$ cat config.mk
export PLATFORM = sky130hd
export DESIGN_NAME = boolean_function_post_classifier_flat
export DESIGN_NICKNAME = d
export VERILOG_FILES = /design/src/bfpc_pkg.sv /design/src/bfpc_if.sv /design/src/boolean_function_post_classifier.sv /design/src/bfpc_front.sv /design/src/bfpc_queue.sv /design/src/bfpc_back.sv /design/src/flat_wrapper.sv
export SDC_FILE = /design/constraint.sdc
export NUM_CORES = 1
export LEC_CHECK = 0
export ABC_AREA = 1
export BUFFER_PORTS_ARGS = -buffer_cell sky130_fd_sc_hd__buf_2
export CAP_MARGIN = 40
export CORE_AREA = 2 2 184 186
export CTS_CLUSTER_SIZE = 24
export DETAILED_ROUTE_END_ITERATION = 7
export DIE_AREA = 0 0 186 188
export PLACE_DENSITY = 0.65
export SYNTH_ARGS = -nofsm -noshare
export SYNTH_HDL_FRONTEND = slang
export SYNTH_HIERARCHICAL = 1
export SYNTH_SLANG_ARGS = --single-unit
$ cat constraint.sdc
create_clock -name i_clk -period 7.08 [get_ports i_clk]
set_input_delay 1.77 -clock i_clk [delete_from_list [all_inputs] [get_ports i_clk]]
set_output_delay 1.77 -clock i_clk [all_outputs]
set_load 0.005 [all_outputs]
$ cat src/bfpc_pkg.sv
// Package: shared constants, types and masks for the Boolean function Post classifier.
package bfpc_pkg;

    localparam int MAX_VARS    = 6;
    localparam int TT_W        = 1 << MAX_VARS;
    localparam int NV_W        = 3;
    localparam int CLS_W       = 5;
    localparam int QUEUE_DEPTH = 2;
    localparam int QPTR_W      = (QUEUE_DEPTH > 1) ? $clog2(QUEUE_DEPTH) : 1;
    localparam int QCNT_W      = $clog2(QUEUE_DEPTH + 1);

    typedef logic [TT_W-1:0] t_word;
    typedef logic [NV_W-1:0] t_nvars;

    // One bit per Post class, self-dual in bit 0.
    typedef struct packed {
        logic pres_zero;
        logic pres_one;
        logic monotone;
        logic linear;
        logic self_dual;
    } t_bfpc_flags;

    typedef struct packed {
        t_word       coeffs;
        t_bfpc_flags flags;
        logic        last;
    } t_bfpc_entry;

    localparam t_bfpc_flags CLS_ALL = '1;

    // Positions whose index has bit b set.
    localparam t_word BIT_SET_MASK [MAX_VARS] = '{
        64'hAAAA_AAAA_AAAA_AAAA,
        64'hCCCC_CCCC_CCCC_CCCC,
        64'hF0F0_F0F0_F0F0_F0F0,
        64'hFF00_FF00_FF00_FF00,
        64'hFFFF_0000_FFFF_0000,
        64'hFFFF_FFFF_0000_0000
    };

    // Constant term plus the single-variable monomials.
    localparam t_word LIN_ALLOWED = 64'h0000_0001_0001_0117;

endpackage

$ cat src/bfpc_if.sv
// Interfaces: input and result channels with valid/ready handshake.
interface bfpc_in_if import bfpc_pkg::*; ();
    logic   valid;
    logic   ready;
    t_word  truth_table;
    t_nvars num_vars;
    logic   last_of_system;

    modport source (output valid, output truth_table, output num_vars,
                    output last_of_system, input ready);
    modport sink   (input valid, input truth_table, input num_vars,
                    input last_of_system, output ready);
endinterface

interface bfpc_out_if import bfpc_pkg::*; ();
    logic  valid;
    logic  ready;
    t_word anf_coeffs;
    logic  self_dual;
    logic  linear;
    logic  monotone;
    logic  preserves_one;
    logic  preserves_zero;
    logic  system_complete;
    logic  end_of_system;

    modport source (output valid, output anf_coeffs, output self_dual, output linear,
                    output monotone, output preserves_one, output preserves_zero,
                    output system_complete, output end_of_system, input ready);
    modport sink   (input valid, input anf_coeffs, input self_dual, input linear,
                    input monotone, input preserves_one, input preserves_zero,
                    input system_complete, input end_of_system, output ready);
endinterface

$ cat src/boolean_function_post_classifier.sv
// Boolean function Post classifier with ANF transform, completeness accumulator.
// Takes one truth table of up to six variables per cycle and returns its ANF
// coefficients, the five Post class flags and the running completeness of the
// current system. Throughput is one item per clock while the output accepts
// results: the classify network in the front end handles a whole table in the
// accept cycle and writes it into a two-entry queue; the back end pops it from
// the queue into the result register, so a result passes through the queue and
// the result register before it is visible. The queue keeps input ready high
// while a result waits, until both entries are occupied.
module boolean_function_post_classifier import bfpc_pkg::*; (
    input  logic       i_clk,
    input  logic       i_rst_n,
    bfpc_in_if.sink    i_in,
    bfpc_out_if.source o_out
);

    logic        q_push;
    logic        q_pop;
    logic        q_full;
    logic        q_empty;
    t_bfpc_entry front_entry;
    t_bfpc_entry q_entry;

    bfpc_front u_front (
        .i_in     (i_in),
        .i_q_full (q_full),
        .o_push   (q_push),
        .o_entry  (front_entry)
    );

    bfpc_queue u_queue (
        .i_clk   (i_clk),
        .i_rst_n (i_rst_n),
        .i_push  (q_push),
        .i_entry (front_entry),
        .i_pop   (q_pop),
        .o_full  (q_full),
        .o_empty (q_empty),
        .o_entry (q_entry)
    );

    bfpc_back u_back (
        .i_clk     (i_clk),
        .i_rst_n   (i_rst_n),
        .i_q_empty (q_empty),
        .i_entry   (q_entry),
        .o_pop     (q_pop),
        .o_out     (o_out)
    );

    a_no_push_when_full: assert property (@(posedge i_clk) disable iff (!i_rst_n)
        q_full |-> !q_push)
        else $error("push into full queue");

    a_pop_gives_result: assert property (@(posedge i_clk) disable iff (!i_rst_n)
        q_pop |=> o_out.valid)
        else $error("popped item not in result register");

    a_zero_coeff: assert property (@(posedge i_clk) disable iff (!i_rst_n)
        o_out.valid |-> (o_out.preserves_zero == !o_out.anf_coeffs[0]))
        else $error("preserves_zero disagrees with constant term");

    a_self_dual_ends: assert property (@(posedge i_clk) disable iff (!i_rst_n)
        (o_out.valid && o_out.self_dual) |-> (o_out.preserves_zero == o_out.preserves_one))
        else $error("self-dual function with unequal end entries");

endmodule

$ cat src/bfpc_front.sv
// Front end: accepts an item, computes ANF coefficients and Post class flags.
module bfpc_front import bfpc_pkg::*; (
    bfpc_in_if.sink     i_in,
    input  logic        i_q_full,
    output logic        o_push,
    output t_bfpc_entry o_entry
);

    function automatic t_word f_mask(input t_nvars n);
        t_word m;
        for (int i = 0; i < TT_W; i++) begin
            m[i] = ((7'(i) >> n) == 7'd0);
        end
        return m;
    endfunction

    function automatic t_word f_mobius(input t_word t_in);
        t_word t;
        t = t_in;
        for (int b = 0; b < MAX_VARS; b++) begin
            t = t ^ ((t << (1 << b)) & BIT_SET_MASK[b]);
        end
        return t;
    endfunction

    function automatic logic f_self_dual(input t_word t, input t_nvars n);
        logic [MAX_VARS:0] res;
        logic              sel;
        sel = 1'b0;
        for (int k = 0; k <= MAX_VARS; k++) begin
            res[k] = 1'b1;
            for (int i = 0; i < TT_W; i++) begin
                if (i < (1 << k)) begin
                    res[k] = res[k] & (t[i] ^ t[i ^ ((1 << k) - 1)]);
                end
            end
            if (n == NV_W'(k)) begin
                sel = res[k];
            end
        end
        return sel;
    endfunction

    function automatic logic f_monotone(input t_word t, input t_word m, input t_nvars n);
        logic  ok;
        t_word clr;
        t_word lo;
        t_word hi;
        ok = 1'b1;
        for (int b = 0; b < MAX_VARS; b++) begin
            clr = ~BIT_SET_MASK[b] & m;
            lo  = t & clr;
            hi  = (t >> (1 << b)) & clr;
            if ((NV_W'(b) < n) && ((lo & ~hi) != '0)) begin
                ok = 1'b0;
            end
        end
        return ok;
    endfunction

    function automatic logic f_top_entry(input t_word t, input t_nvars n);
        logic v;
        v = 1'b0;
        for (int k = 0; k <= MAX_VARS; k++) begin
            if (n == NV_W'(k)) begin
                v = t[(1 << k) - 1];
            end
        end
        return v;
    endfunction

    t_nvars      n_sat;
    t_word       tbl_mask;
    t_word       tbl;
    t_word       coeffs;
    t_bfpc_flags flags;

    always_comb begin
        n_sat           = (i_in.num_vars > NV_W'(MAX_VARS)) ? NV_W'(MAX_VARS) : i_in.num_vars;
        tbl_mask        = f_mask(n_sat);
        tbl             = i_in.truth_table & tbl_mask;
        coeffs          = f_mobius(tbl) & tbl_mask;
        flags.self_dual = f_self_dual(tbl, n_sat);
        flags.linear    = ((coeffs & ~LIN_ALLOWED) == '0);
        flags.monotone  = f_monotone(tbl, tbl_mask, n_sat);
        flags.pres_one  = f_top_entry(tbl, n_sat);
        flags.pres_zero = ~tbl[0];
    end

    assign i_in.ready     = ~i_q_full;
    assign o_push         = i_in.valid & ~i_q_full;
    assign o_entry.coeffs = coeffs;
    assign o_entry.flags  = flags;
    assign o_entry.last   = i_in.last_of_system;

endmodule

$ cat src/bfpc_queue.sv
// Short FIFO between the classify front end and the result back end.
module bfpc_queue import bfpc_pkg::*; (
    input  logic        i_clk,
    input  logic        i_rst_n,
    input  logic        i_push,
    input  t_bfpc_entry i_entry,
    input  logic        i_pop,
    output logic        o_full,
    output logic        o_empty,
    output t_bfpc_entry o_entry
);

    t_bfpc_entry       r_mem [QUEUE_DEPTH];
    logic [QPTR_W-1:0] r_wr_ptr;
    logic [QPTR_W-1:0] r_rd_ptr;
    logic [QCNT_W-1:0] r_count;
    logic [QPTR_W-1:0] n_wr_ptr;
    logic [QPTR_W-1:0] n_rd_ptr;
    logic [QCNT_W-1:0] n_count;

    always_comb begin
        n_wr_ptr = r_wr_ptr;
        n_rd_ptr = r_rd_ptr;
        n_count  = r_count;
        if (i_push) begin
            n_wr_ptr = (r_wr_ptr == QPTR_W'(QUEUE_DEPTH - 1)) ? '0 : r_wr_ptr + 1'b1;
        end
        if (i_pop) begin
            n_rd_ptr = (r_rd_ptr == QPTR_W'(QUEUE_DEPTH - 1)) ? '0 : r_rd_ptr + 1'b1;
        end
        if (i_push && !i_pop) begin
            n_count = r_count + 1'b1;
        end else if (i_pop && !i_push) begin
            n_count = r_count - 1'b1;
        end
    end

    always_ff @(posedge i_clk) begin
        if (!i_rst_n) begin
            r_wr_ptr <= '0;
            r_rd_ptr <= '0;
            r_count  <= '0;
        end else begin
            r_wr_ptr <= n_wr_ptr;
            r_rd_ptr <= n_rd_ptr;
            r_count  <= n_count;
        end
    end

    always_ff @(posedge i_clk) begin
        if (i_push) begin
            r_mem[r_wr_ptr] <= i_entry;
        end
    end

    assign o_full  = (r_count == QCNT_W'(QUEUE_DEPTH));
    assign o_empty = (r_count == '0);
    assign o_entry = r_mem[r_rd_ptr];

endmodule

$ cat src/bfpc_back.sv
// Back end: accumulates class escapes per system and holds the result register.
module bfpc_back import bfpc_pkg::*; (
    input  logic        i_clk,
    input  logic        i_rst_n,
    input  logic        i_q_empty,
    input  t_bfpc_entry i_entry,
    output logic        o_pop,
    bfpc_out_if.source  o_out
);

    t_bfpc_flags r_seen;
    t_bfpc_flags n_seen;
    t_bfpc_flags seen_upd;
    logic        r_valid;
    logic        n_valid;
    t_bfpc_entry r_res;
    logic        r_complete;

    always_comb begin
        o_pop    = ~i_q_empty & (~r_valid | o_out.ready);
        seen_upd = r_seen | ~i_entry.flags;
        n_seen   = r_seen;
        n_valid  = r_valid & ~o_out.ready;
        if (o_pop) begin
            n_seen  = i_entry.last ? '0 : seen_upd;
            n_valid = 1'b1;
        end
    end

    always_ff @(posedge i_clk) begin
        if (!i_rst_n) begin
            r_seen  <= '0;
            r_valid <= 1'b0;
        end else begin
            r_seen  <= n_seen;
            r_valid <= n_valid;
        end
    end

    always_ff @(posedge i_clk) begin
        if (o_pop) begin
            r_res      <= i_entry;
            r_complete <= (seen_upd == CLS_ALL);
        end
    end

    assign o_out.valid           = r_valid;
    assign o_out.anf_coeffs      = r_res.coeffs;
    assign o_out.self_dual       = r_res.flags.self_dual;
    assign o_out.linear          = r_res.flags.linear;
    assign o_out.monotone        = r_res.flags.monotone;
    assign o_out.preserves_one   = r_res.flags.pres_one;
    assign o_out.preserves_zero  = r_res.flags.pres_zero;
    assign o_out.system_complete = r_complete;
    assign o_out.end_of_system   = r_res.last;

endmodule
$ cat src/flat_wrapper.sv
// flat-port wrapper written by rule: the top's interface ports become plain ports
module boolean_function_post_classifier_flat import bfpc_pkg::*;
  (i_clk, i_rst_n, i_in_valid, i_in_truth_table, i_in_num_vars, i_in_last_of_system, i_in_ready, o_out_valid, o_out_anf_coeffs, o_out_self_dual, o_out_linear, o_out_monotone, o_out_preserves_one, o_out_preserves_zero, o_out_system_complete, o_out_end_of_system, o_out_ready);
  bfpc_in_if i_in_i ();
  bfpc_out_if o_out_i ();
  input  logic i_clk;
  input  logic i_rst_n;
  input wire logic [$bits(i_in_i.valid)-1:0] i_in_valid;
  input wire logic [$bits(i_in_i.truth_table)-1:0] i_in_truth_table;
  input wire logic [$bits(i_in_i.num_vars)-1:0] i_in_num_vars;
  input wire logic [$bits(i_in_i.last_of_system)-1:0] i_in_last_of_system;
  output wire logic [$bits(i_in_i.ready)-1:0] i_in_ready;
  output wire logic [$bits(o_out_i.valid)-1:0] o_out_valid;
  output wire logic [$bits(o_out_i.anf_coeffs)-1:0] o_out_anf_coeffs;
  output wire logic [$bits(o_out_i.self_dual)-1:0] o_out_self_dual;
  output wire logic [$bits(o_out_i.linear)-1:0] o_out_linear;
  output wire logic [$bits(o_out_i.monotone)-1:0] o_out_monotone;
  output wire logic [$bits(o_out_i.preserves_one)-1:0] o_out_preserves_one;
  output wire logic [$bits(o_out_i.preserves_zero)-1:0] o_out_preserves_zero;
  output wire logic [$bits(o_out_i.system_complete)-1:0] o_out_system_complete;
  output wire logic [$bits(o_out_i.end_of_system)-1:0] o_out_end_of_system;
  input wire logic [$bits(o_out_i.ready)-1:0] o_out_ready;
  assign i_in_i.valid = i_in_valid;
  assign i_in_i.truth_table = i_in_truth_table;
  assign i_in_i.num_vars = i_in_num_vars;
  assign i_in_i.last_of_system = i_in_last_of_system;
  assign i_in_ready = i_in_i.ready;
  assign o_out_valid = o_out_i.valid;
  assign o_out_anf_coeffs = o_out_i.anf_coeffs;
  assign o_out_self_dual = o_out_i.self_dual;
  assign o_out_linear = o_out_i.linear;
  assign o_out_monotone = o_out_i.monotone;
  assign o_out_preserves_one = o_out_i.preserves_one;
  assign o_out_preserves_zero = o_out_i.preserves_zero;
  assign o_out_system_complete = o_out_i.system_complete;
  assign o_out_end_of_system = o_out_i.end_of_system;
  assign o_out_i.ready = o_out_ready;
  boolean_function_post_classifier u_core (.i_clk(i_clk), .i_rst_n(i_rst_n), .i_in(i_in_i), .o_out(o_out_i));
endmodule
# [After elaboration in Yosys (flattened, before gate mapping)]
# Memories as Yosys holds them, arrays and structs flattened. A register that Yosys moved wholly into a read port is not among the register bits.
# Index checks and enable logic that the tools add are counted.
[word_totals] n_memories=1 ramBits=140 register_bits=81
[op_classes] add_sub_neg=4 shift=64 reduce_logical=84 eq_ne=8 bitwise_logic=225 muxes=30 n_lt_le_gt_ge=7
[mem_list] name="u_core.u_queue.r_mem" depth=2 word_bits=70 rd=1 rd_clocked_by_memory_dff=1 wr=1 line_no="bfpc_queue.sv:13" text="t_bfpc_entry r_mem [QUEUE_DEPTH];"
[op_table] op="$and 64x64->64" count=8
[op_table] op="$logic_not 7->1" count=64
[op_table] op="$reduce_bool 64->1" count=6
[op_table] op="$xor 64x64->64" count=6
[op_table] op="$shr 6x3->7 const A" count=32
[op_table] op="$and 1x1->1" count=122
[op_table] op="$shr 5x3->7 const A" count=16
[op_table] op="$and 64x32->64" count=1
[op_table] op="$and 64x48->64" count=1
[op_table] op="$and 64x56->64" count=1
[op_table] op="$and 64x60->64" count=1
[op_table] op="$and 64x62->64" count=1
[op_table] op="$and 64x63->64" count=1
[op_table] op="$logic_not 64->1" count=1
[op_table] op="$not 32->64" count=1
[op_table] op="$not 48->64" count=1
[op_table] op="$not 56->64" count=1
[op_table] op="$not 60->64" count=1
[op_table] op="$not 62->64" count=1
[op_table] op="$not 63->64" count=1
[op_table] op="$and 63x63->63" count=1
[op_table] op="$xor 1x1->1" count=63
[op_table] op="$and 62x62->62" count=1
[op_table] op="$and 60x60->60" count=1
[op_table] op="other kinds (32)" count=89

# [Longest topological paths before layout]
# Gate-level depths: netlist (run 1).
[depth] ltp_word=70 depth_mapped=31 ltp_nobuf=27

# [Cells and area by module]
# Netlist (run 1), hierarchy kept.
[by_module_without_submodules] module="bfpc_front" cells_each=1392 seq_area_each_um2=0.0 instances=1 area_each_um2=6630.1
[by_module_without_submodules] module="bfpc_queue" cells_each=253 seq_area_each_um2=4304.1 instances=1 area_each_um2=5634.2
[by_module_without_submodules] module="bfpc_back" cells_each=122 seq_area_each_um2=2252.2 instances=1 area_each_um2=2447.3

# [Worst setup path after synthesis (run 1)]
# Ideal clock, no wire load.
[synth_timing] path_kind="input port to flip-flop" startpoint="in i_in_num_vars[1]" endpoint="mem u_core/u_queue/r_mem[0][2] in the netlist's numbering, data pin" cell_stages=26 t_arrival_ns=5.418 required_ns=6.827 slack_ns=1.408 path_buffers=5 path_cell_list="buf_4 -> nand2_2 -> inv_2 -> buf_2 -> clkbuf_1 -> clkbuf_1 -> nor2_1 -> inv_1 -> ha_1 -> ha_1 -> inv_2 -> nand3_1 -> buf_2 -> ha_1 -> xnor2_1 -> inv_1 -> nand2_1 -> nand3_1 -> a21boi_1 -> nor2_1 -> nand2_1 -> nor2_1 -> nand3_1 -> nor2_1 -> nand2_1 -> nor2_1"
[synth_rtl] element="from (decl)" line_no="flat_wrapper.sv:10" text="input wire logic [$bits(i_in_i.num_vars)-1:0] i_in_num_vars;"
[synth_rtl] element="to (decl)" line_no="bfpc_queue.sv:13"

==> metrics.cfg, run 1 <==
[clock_tree]
cts_hold_buf=0
clockRootBuffer=clkbuf_16
cts_buffer_depth=3
cts_tree=built
cts_setup_buffers=0
post_cts_resized=0
cts.sinks=222
h-tree-depth=1
clk_latency_ps=520
cts_buffers=24
clkTransAtPathRegs_ps=60

[critical_path]
worstPathRequired_ps=7360
path_max_fanout=20
worst_setup_path_end_kind=flop
path_class=in2reg
r2r_cells=6
cp.arrival_ps=6160
cp-start-kind=primary input

[logic_synthesis]
synth_area_per_cell_sq_um=8.326
ys_async_sr_fraction=0
synth_nets=1863
synth.most_common_cell=nand2_1
synth-seq-cells=222
yosysSeqAreaShare=0.4457
synth_top_area_share=0.4307
yosysTopAreaCell=edfxtp_1
synth_enable_flop_cells=211
netlist_area_sq_mm=0.01471
syn_inst=1767
ys_types=51
yosysWarnings=6
synth_area_leaders=edfxtp_1, nand2_1, mux2_4
ys.flop_type=edfxtp_1
ys_top_cells_by_count=nand2_1, edfxtp_1, inv_1

[floorplan]
fp.dieW_um=186
start_util=0.4443
dieArea_sq_mm=0.03497
die_y_um=188
rows=67
core-area_sq_mm=0.03311
pin_count=145

[placement]
place_congestion=1.037
hpwl_mm=46.36
io_buffer_count=144

[worst_hold_path]
hold_class=reg2reg
min_delay_path_depth=2

[cells_and_area]
layout.nets=2028
drive_above_1_share=0.1719
area_delta_synth_final_pct=13.49
num_antenna_cells=0
nFillCells=3223
fin_util=0.5042

[sta]
setup_viol=0
slew_viol_final=0
finalSetupTns_ps=0
finClkSkew_ps=9.939
maxSlewHeadroom=0.4669
worstMarginPinSlew_ps=799.7
fmax_mhz=170.3
hold_viol_final=0
fin_crit_ps=5873
grt_setup_unrepaired=no
finalCritPeriodShare=0.8296

[routing]
drtAntennaViolNets=0
wire_per_inst_um=24.23
drt-initial-drc-count=1498
routed_wl_mm=58.09
via_per_inst=5.696
drtPass1Iterations=6
drcViolationCount=0
num_vias=13650

[grt]
grt_antenna_before_repair=0
grt_overflow=0
grt_pass1_vias=12990
grt_pass1_wl_mm=84.36
grt_usage=0.3323
grt_max_degree=62

[power_and_ir_drop]
p_per_area_mw_per_mm2=304.0
leakage_nw=8.024
ir_drop_v=0.0003886
p_total_w=0.005075

[status]
outcome=complete, no violations

[flow_run]
drv_cap=0

sequential cells by signal (all words and copies together), names as in the netlist, named ones only:
signal / flops
u_core/u_queue/r_rd_ptr: 1
u_core/u_back/o_out.preserves_zero: 1
u_core/u_back/o_out.self_dual: 1
u_core/u_back/o_out.monotone: 1
u_core/u_back/o_out.system_complete: 1
u_core/u_queue/r_mem: 140
u_core/u_queue/r_count: 2
u_core/u_back/o_out.preserves_one: 1
u_core/u_back/o_out.linear: 1
u_core/u_back/o_out.valid: 1
u_core/u_back/o_out.anf_coeffs: 64
u_core/u_back/r_seen: 5
u_core/u_queue/r_wr_ptr: 1
u_core/u_back/o_out.end_of_system: 1
placed cells by master (no fill, tap or decap), types with 12 or more instances in the layout:
master | Yosys | layout
xnor2_1 | 16 | 16
nand4_1 | 21 | 21
nor2_1 | 128 | 127
mux2_4 | 70 | 70
edfxtp_1 | 211 | 211
o21ai_0 | 33 | 33
inv_2 | 11 | 13
o22ai_1 | 34 | 34
nand2_1 | 614 | 614
o2111ai_1 | 12 | 12
buf_4 | 4 | 22
nor2_2 | 20 | 20
ha_1 | 24 | 24
nand3_1 | 158 | 158
buf_2 | 8 | 144
inv_1 | 207 | 205
xor2_1 | 41 | 41
clkbuf_16 | 0 | 24
nand2_2 | 13 | 13
a21oi_1 | 28 | 28
area by class of cell:
class	instances	area [sq um]	share of cell area
Multi-Input combinational cell	1295	7056	0.4226
Sequential cell	222	6560	0.3929
Timing Repair Buffer	170	972.2	0.05823
Inverter	219	822.0	0.04924
Clock buffer	33	634.4	0.03799
Tap cell	448	560.5	0.03357
Clock inverter	10	91.34	0.005471
per-layer routing:
metal | share of wire | wire length (um) | GRT usage | vias to the layer above
li1 | - | - | - | 6236
met1 | 0.40 | 23420 | 0.4374 | 6484
met2 | 0.46 | 26630 | 0.5363 | 761
met3 | 0.080 | 4644 | 0.04525 | 172
met4 | 0.059 | 3402 | 0.1629 | 0
met5 | 0 | 0 | 0 | -
final timing paths:
kind                                                        startpoint                                    end  slack (ps)
worst max-delay path                                  i_in_num_vars[1]   u_core/u_queue/r_mem[1][2]$_DFFE_PP_        1210
worst min-delay path              u_core/u_queue/r_rd_ptr$_SDFFE_PN0P_   u_core/u_queue/r_rd_ptr$_SDFFE_PN0P_         500
worst max register to register  u_core/u_queue/r_count[1]$_SDFFE_PN0P_  u_core/u_queue/r_mem[0][29]$_DFFE_PP_        4660
worst min register to register    u_core/u_queue/r_rd_ptr$_SDFFE_PN0P_   u_core/u_queue/r_rd_ptr$_SDFFE_PN0P_         500
logic make-up after synthesis:
kind of cell,count (synthesis),synth area share
AOI/OAI and AO/OA,151,0.06625
xor gates and xnor gates,57,0.03393
adders and majority gates,24,0.02041
buffers and inverters,250,0.07527
DFF,222,0.4457
muxes,70,0.07144
and+or+nand+nor,993,0.2870
power breakdown:
part | internal [W] | total, W | switching [W]
Combinational | 0.000710 | 0.00185 | 0.00114
Clock | 0.000666 | 0.00115 | 0.000487
Sequential | 0.00195 | 0.00207 | 0.000119
metrics by stage:
step	hold slack [ps]	area [sq um]	setup WS, ps	cells
after global placement	475.1	15880	875.0	2349
after CTS	498.8	16700	1344	2397
after global routing	526.8	16700	914.4	2397
after detailed placement	484.9	15970	815.9	2354
final	500.9	16700	1207	2397
after floorplan	466.4	14710	1408	1767
worst max-delay path, cell delays in order:
cell	delay (ps)
buf_2	280
nand2_2	150
inv_2	40
nor2_1	270
inv_1	140
ha_1	280
ha_1	280
nor2_2	220
nand3_1	550
inv_1	600
nand2_1	180
nand2_1	140
nand2_1	80
nand2_1	60
nand2_1	40
nand2_1	220
nand2_1	140
nand2_1	130
nand3_1	110
nand2_1	100
nand2_1	100
nand2_1	100
inv_1	40
nand2_1	40
nor2_1	50
(Power assumes the default switching activity.)
==> run 2: changes to the inputs <==
Clock period 7.08 ns to 5.5 ns, I/O delays scaled along.
==> run 2 against run 1 <==
Compared with the run above: critical path depth decreased by 1; combinational power increased by 29%; utilization increased by 0.71 points; routed wire length increased by 3.2%; global-route usage increased by 1.2 points; worst setup slack got worse by 600 ps; design area increased by 1.4%; clock-buffer cell count decreased by 5; die area unchanged; flip-flop and latch count unchanged; non-clock buffer count increased by 37; critical path type unchanged; highest routed layer is now met5.
==> metrics.cfg, run 2 (same netlist as run 1, synthesis figures left out) <==
[status]
outcome=complete, no violations

[power_and_ir_drop]
p_per_area_mw_per_mm2=386.0
leakage_nw=8.195
p_total_w=0.006536
ir_drop_v=0.0003676

[grt]
grt_pass1_vias=13420
grt_antenna_before_repair=1
grt_max_degree=60
grt_overflow=0
grt_usage=0.3440
grt_pass1_wl_mm=87.19

[cells_and_area]
regMostFlops=u_core/u_queue/r_mem
drive_above_1_share=0.1897
num_antenna_cells=0
layout.nets=2063
largest_reg_flops=140
nFillCells=3143
final_cell_mix=nand2_1, edfxtp_1, inv_1, nand3_1, buf_2
fin_area_sq_mm=0.01693
area_delta_synth_final_pct=15.09
fin_util=0.5113
final_common_cell=nand2_1
instances_no_fill=2430

[clock_tree]
cts_hold_buf=0
clk_latency_ps=490
clkTransAtPathRegs_ps=60
post_cts_resized=0
cts_setup_buffers=0
cts.sinks=222
clockRootBuffer=clkbuf_16
h-tree-depth=1
cts_buffers=22
cts_tree=built
cts_buffer_depth=3

[sta]
hold_viol_final=0
grt_setup_unrepaired=no
slew_viol_final=0
setup_viol=0
fin_crit_ps=4891
maxSlewHeadroom=0.3956
worstMarginPinSlew_ps=904.6
finalCritPeriodShare=0.8893
finClkSkew_ps=9.114
finalSetupTns_ps=0
fmax_mhz=204.5

[worst_hold_path]
hold_start=u_core/u_queue/r_rd_ptr$_SDFFE_PN0P_
hold_class=reg2reg

[critical_path]
endpoint=u_core/u_queue/r_mem[0][2]$_DFFE_PP_
critPathLaunch=i_in_num_vars[2]
r2r_slack_ps=3260
worstPathRequired_ps=5830
cp.arrival_ps=5230
crit-reg2reg-capture=u_core/u_queue/r_mem[1][38]$_DFFE_PP_
cp-start-kind=primary input
r2r_cells=5
worst_setup_path_end_kind=flop
r2r-start=u_core/u_queue/r_count[0]$_SDFFE_PN0P_
path_class=in2reg
path_max_fanout=9

[routing]
via_per_inst=5.666
num_vias=13770
routed_wl_mm=59.97
wire_per_inst_um=24.68
drtAntennaViolNets=0
drcViolationCount=0
drtPass1Iterations=6
drt-initial-drc-count=1593

[floorplan]
dieArea_sq_mm=0.03497
die_y_um=188
start_util=0.4443
core-area_sq_mm=0.03311
rows=67
pin_count=145
fp.dieW_um=186

[placement]
hpwl_mm=48.64
place_congestion=1.045
placed_area_sq_mm=0.01621
dpl.cell_count=2391
io_buffer_count=144

[flow_run]
drv_cap=0

## run 2: changes by cell type in the layout (fill, tap and decap cells not counted), sizes merged
cell	delta
clkinv	-1
clkbuf	-5
clkinvlp	+2
inv	-1
buf	+38
clkdlybuf4s15	-1
bufinv	+1
## run 2: how the worst min path moves through the flow
stage                                                   endpoint  slack, ps  depth (start not counted)
global route        u_core/u_back/o_out.anf_coeffs[57]$_DFFE_PP_        560                          1
finish                      u_core/u_queue/r_rd_ptr$_SDFFE_PN0P_        520                          2
detailed placement                                          flop        500                          2
floorplan                                                   flop        470                          2
CTS                         u_core/u_back/o_out.valid$_SDFF_PN0_        540                          2
global placement            u_core/u_queue/r_rd_ptr$_SDFFE_PN0P_        470                          2
## run 2: area by class of cell
type                       count  area, sq um  share of cell area
multi-input combinational   1295         7056              0.4167
sequential                   222         6560              0.3875
timing repair buffer         207         1211             0.07153
inverter                     219        822.0             0.04855
clock buffer                  28        614.3             0.03628
tap                          448        560.5             0.03311
clock inverter                11        107.6            0.006355
## run 2: worst max-delay path, cell delays in order
cell	delay, ps
buf_2	110
nand2_2	70
inv_2	40
nor2_1	290
inv_1	150
ha_1	280
ha_1	290
nor2_1	110
nand2_1	110
nor2_4	230
nand2_2	230
ha_1	490
nand3_1	110
nand3_1	240
nand3b_1	120
nor2_1	170
nand3_1	100
nor2_1	190
nand2_1	90
nor2_1	100
nand3_1	80
nor2_1	90
nand2_1	50
nor2_1	130
## run 2: per-stage QoR
step | setup WS, ps | hold WS [ps]
5_1_grt | 327.6 | 562.3
2_1_floorplan | 223.4 | 466.4
3_5_place_dp | 193.2 | 504.8
6_report | 609.0 | 524.3
3_3_place_gp | 216.9 | 474.6
4_1_cts | 665.7 | 536.6
## run 2: per-layer routing
metal	up-vias	wire, um	GRT usage
li1	6304	-	-
met1	6623	24640	0.4512
met2	689	28100	0.5679
met3	151	3876	0.03340
met4	2	3345	0.1660
met5	-	13	0
## run 2: power by group
part / switching [W] / internal [W] / total (W) / leakage, nW
Clock: 0.000584 / 0.000881 / 0.00147 / 0.353
Sequential: 0.000169 / 0.00251 / 0.00268 / 2.12
Combinational: 0.00147 / 0.000911 / 0.00239 / 5.72
Total: 0.00223 / 0.00431 / 0.00654 / 8.19
==> run 3: changes to the inputs <==
Settings changed: RECOVER_POWER set to 25.
==> run 3 against run 2 <==
Compared with the run above: the flow now finishes with violations (capacitance limit, slew limit); first-iteration DRC count is 3.2% higher; combinational power is 8% lower; utilization is 0.80 points lower; maximum frequency is 0.77% lower; clock skew is 1.6 ps lower; clock-buffer cell count stayed put; routed wire length is 0.18% higher; via count hardly changed; design area is 1.6% lower; hold slack better by 6.6 ps; non-clock buffer count stayed put; flip-flop and latch count stayed put; critical path type unchanged; largest power group unchanged.
==> metrics.cfg, run 3 (same netlist as run 1, synthesis figures left out) <==
[status]
outcome=complete, but fails checks
violations=capacitance limit, slew limit

[critical_path]
cp.arrival_ps=5260
path_max_fanout=9
path_class=in2reg
worstPathRequired_ps=5830
cp-start-kind=primary input
worst_setup_path_end_kind=flop

[clock_tree]
post_cts_resized=0
clkTransAtPathRegs_ps=60
cts_setup_buffers=0
clk_latency_ps=490
cts_hold_buf=0
cts_buffers=22
h-tree-depth=1
cts.sinks=222
clockRootBuffer=clkbuf_16
cts_tree=built
cts_buffer_depth=3

[routing]
routed_wl_mm=60.08
drtAntennaViolNets=0
drt-initial-drc-count=1644
drtPass1Iterations=6
via_per_inst=5.667
wire_per_inst_um=24.72
drcViolationCount=0
num_vias=13770

[placement]
place_congestion=1.045
preCtsSetupSlack_ps=193.2
io_buffer_count=144
hpwl_mm=48.64

[sta]
finClkSkew_ps=7.505
finalCritPeriodShare=0.8962
worst_slack_ps=571.1
maxSlewHeadroom=-0.8974
finalSetupTns_ps=0
grt_setup_unrepaired=no
hold_viol_final=0
setup_viol=0
worstMarginPinSlew_ps=2846
fin_crit_ps=4929
fmax_mhz=202.9
slew_viol_final=48

[worst_hold_path]
hold_class=reg2reg

[cells_and_area]
nFillCells=3223
final_common_cell=nand2_1
largest_reg_flops=140
final_cell_mix=nand2_1, edfxtp_1, inv_1, nand3_1, buf_2
fin_util=0.5033
layout.nets=2063
num_antenna_cells=0
area_delta_synth_final_pct=13.28
regMostFlops=u_core/u_queue/r_mem
drive_above_1_share=0.1519

[floorplan]
start_util=0.4443
die_y_um=188
rows=67
fp.dieW_um=186
pin_count=145
core-area_sq_mm=0.03311
dieArea_sq_mm=0.03497

[power_and_ir_drop]
p_total_w=0.006332
ir_drop_v=0.0003636
p_clk_frac=0.232
intPower_w=0.004134
swShare=0.3472
p_seq_frac=0.421
power.net_switching_w=0.002198
p_per_area_mw_per_mm2=380.0
leakage_nw=7.976
pwr-share-comb=0.347

[grt]
grt_overflow=0
grt_antenna_before_repair=1
grt_usage=0.3440
grt_pass1_vias=13420
grt_max_degree=60
grt_pass1_wl_mm=87.19

[flow_run]
drv_cap=1

## run 3: path summary, 6_finish.rpt
check	from	to	slack (ps)	depth (start not counted)
max	i_in_num_vars[2]	u_core/u_queue/r_mem[0][2]$_DFFE_PP_	570	24
min	u_core/u_queue/r_mem[0][63]$_DFFE_PP_	u_core/u_back/o_out.anf_coeffs[57]$_DFFE_PP_	530	1
max reg2reg	flop	u_core/u_back/o_out.anf_coeffs[35]$_DFFE_PP_	1520	2
min reg2reg	u_core/u_queue/r_mem[0][63]$_DFFE_PP_	u_core/u_back/o_out.anf_coeffs[57]$_DFFE_PP_	530	1
## run 3: cell type report
class	instances	area [sq um]	share of cell area
Multi-Input combinational cell	1295	6803	0.4082
Sequential cell	222	6556	0.3934
Timing Repair Buffer	207	1201	0.07208
Inverter	219	822.0	0.04933
Clock buffer	28	614.3	0.03686
Tap cell	448	560.5	0.03364
Clock inverter	11	107.6	0.006457
## run 3: power by group through the flow
stage | sequential, W | combinational, W | clock [W]
after floorplan | 0.00272 | 0.00156 | 0
after global placement | 0.00270 | 0.00231 | 0
after detailed placement | 0.00272 | 0.00235 | 0
after CTS | 0.00269 | 0.00237 | 0.00149
after global routing | 0.00273 | 0.00242 | 0.00155
final | 0.00267 | 0.00220 | 0.00147
## run 3: routing by layer
| layer | global-route usage | vias to the layer above | routed length (um) |
|---|---|---|---|
| met1 | 0.4512 | 6571 | 24630 |
| met3 | 0.03340 | 156 | 4175 |
| met4 | 0.1660 | 2 | 3415 |
| met2 | 0.5679 | 736 | 27850 |
| li1 | - | 6306 | - |
| met5 | 0 | - | 13 |
## run 3: critical path, stage by stage
cell,delay [ps]
buf_2,110
nand2_2,70
inv_2,40
nor2_1,290
inv_1,150
ha_1,280
ha_1,280
nor2_1,120
nand2_1,110
nor2_4,240
nand2_2,240
ha_1,500
nand3_1,110
nand3_1,240
nand3b_1,120
nor2_1,160
nand3_1,100
nor2_1,190
nand2_1,90
nor2_1,90
nand3_1,80
nor2_1,90
nand2_1,50
nor2_1,120
## run 3: through the flow
stage               hold slack, ps  instance area [sq um]  std cells
floorplan                    466.4                  14710       1767
global placement             474.6                  16180       2389
detailed placement           504.8                  16210       2391
CTS                          536.6                  16930       2430
global route                 537.0                  16660       2430
finish                       530.9                  16660       2430
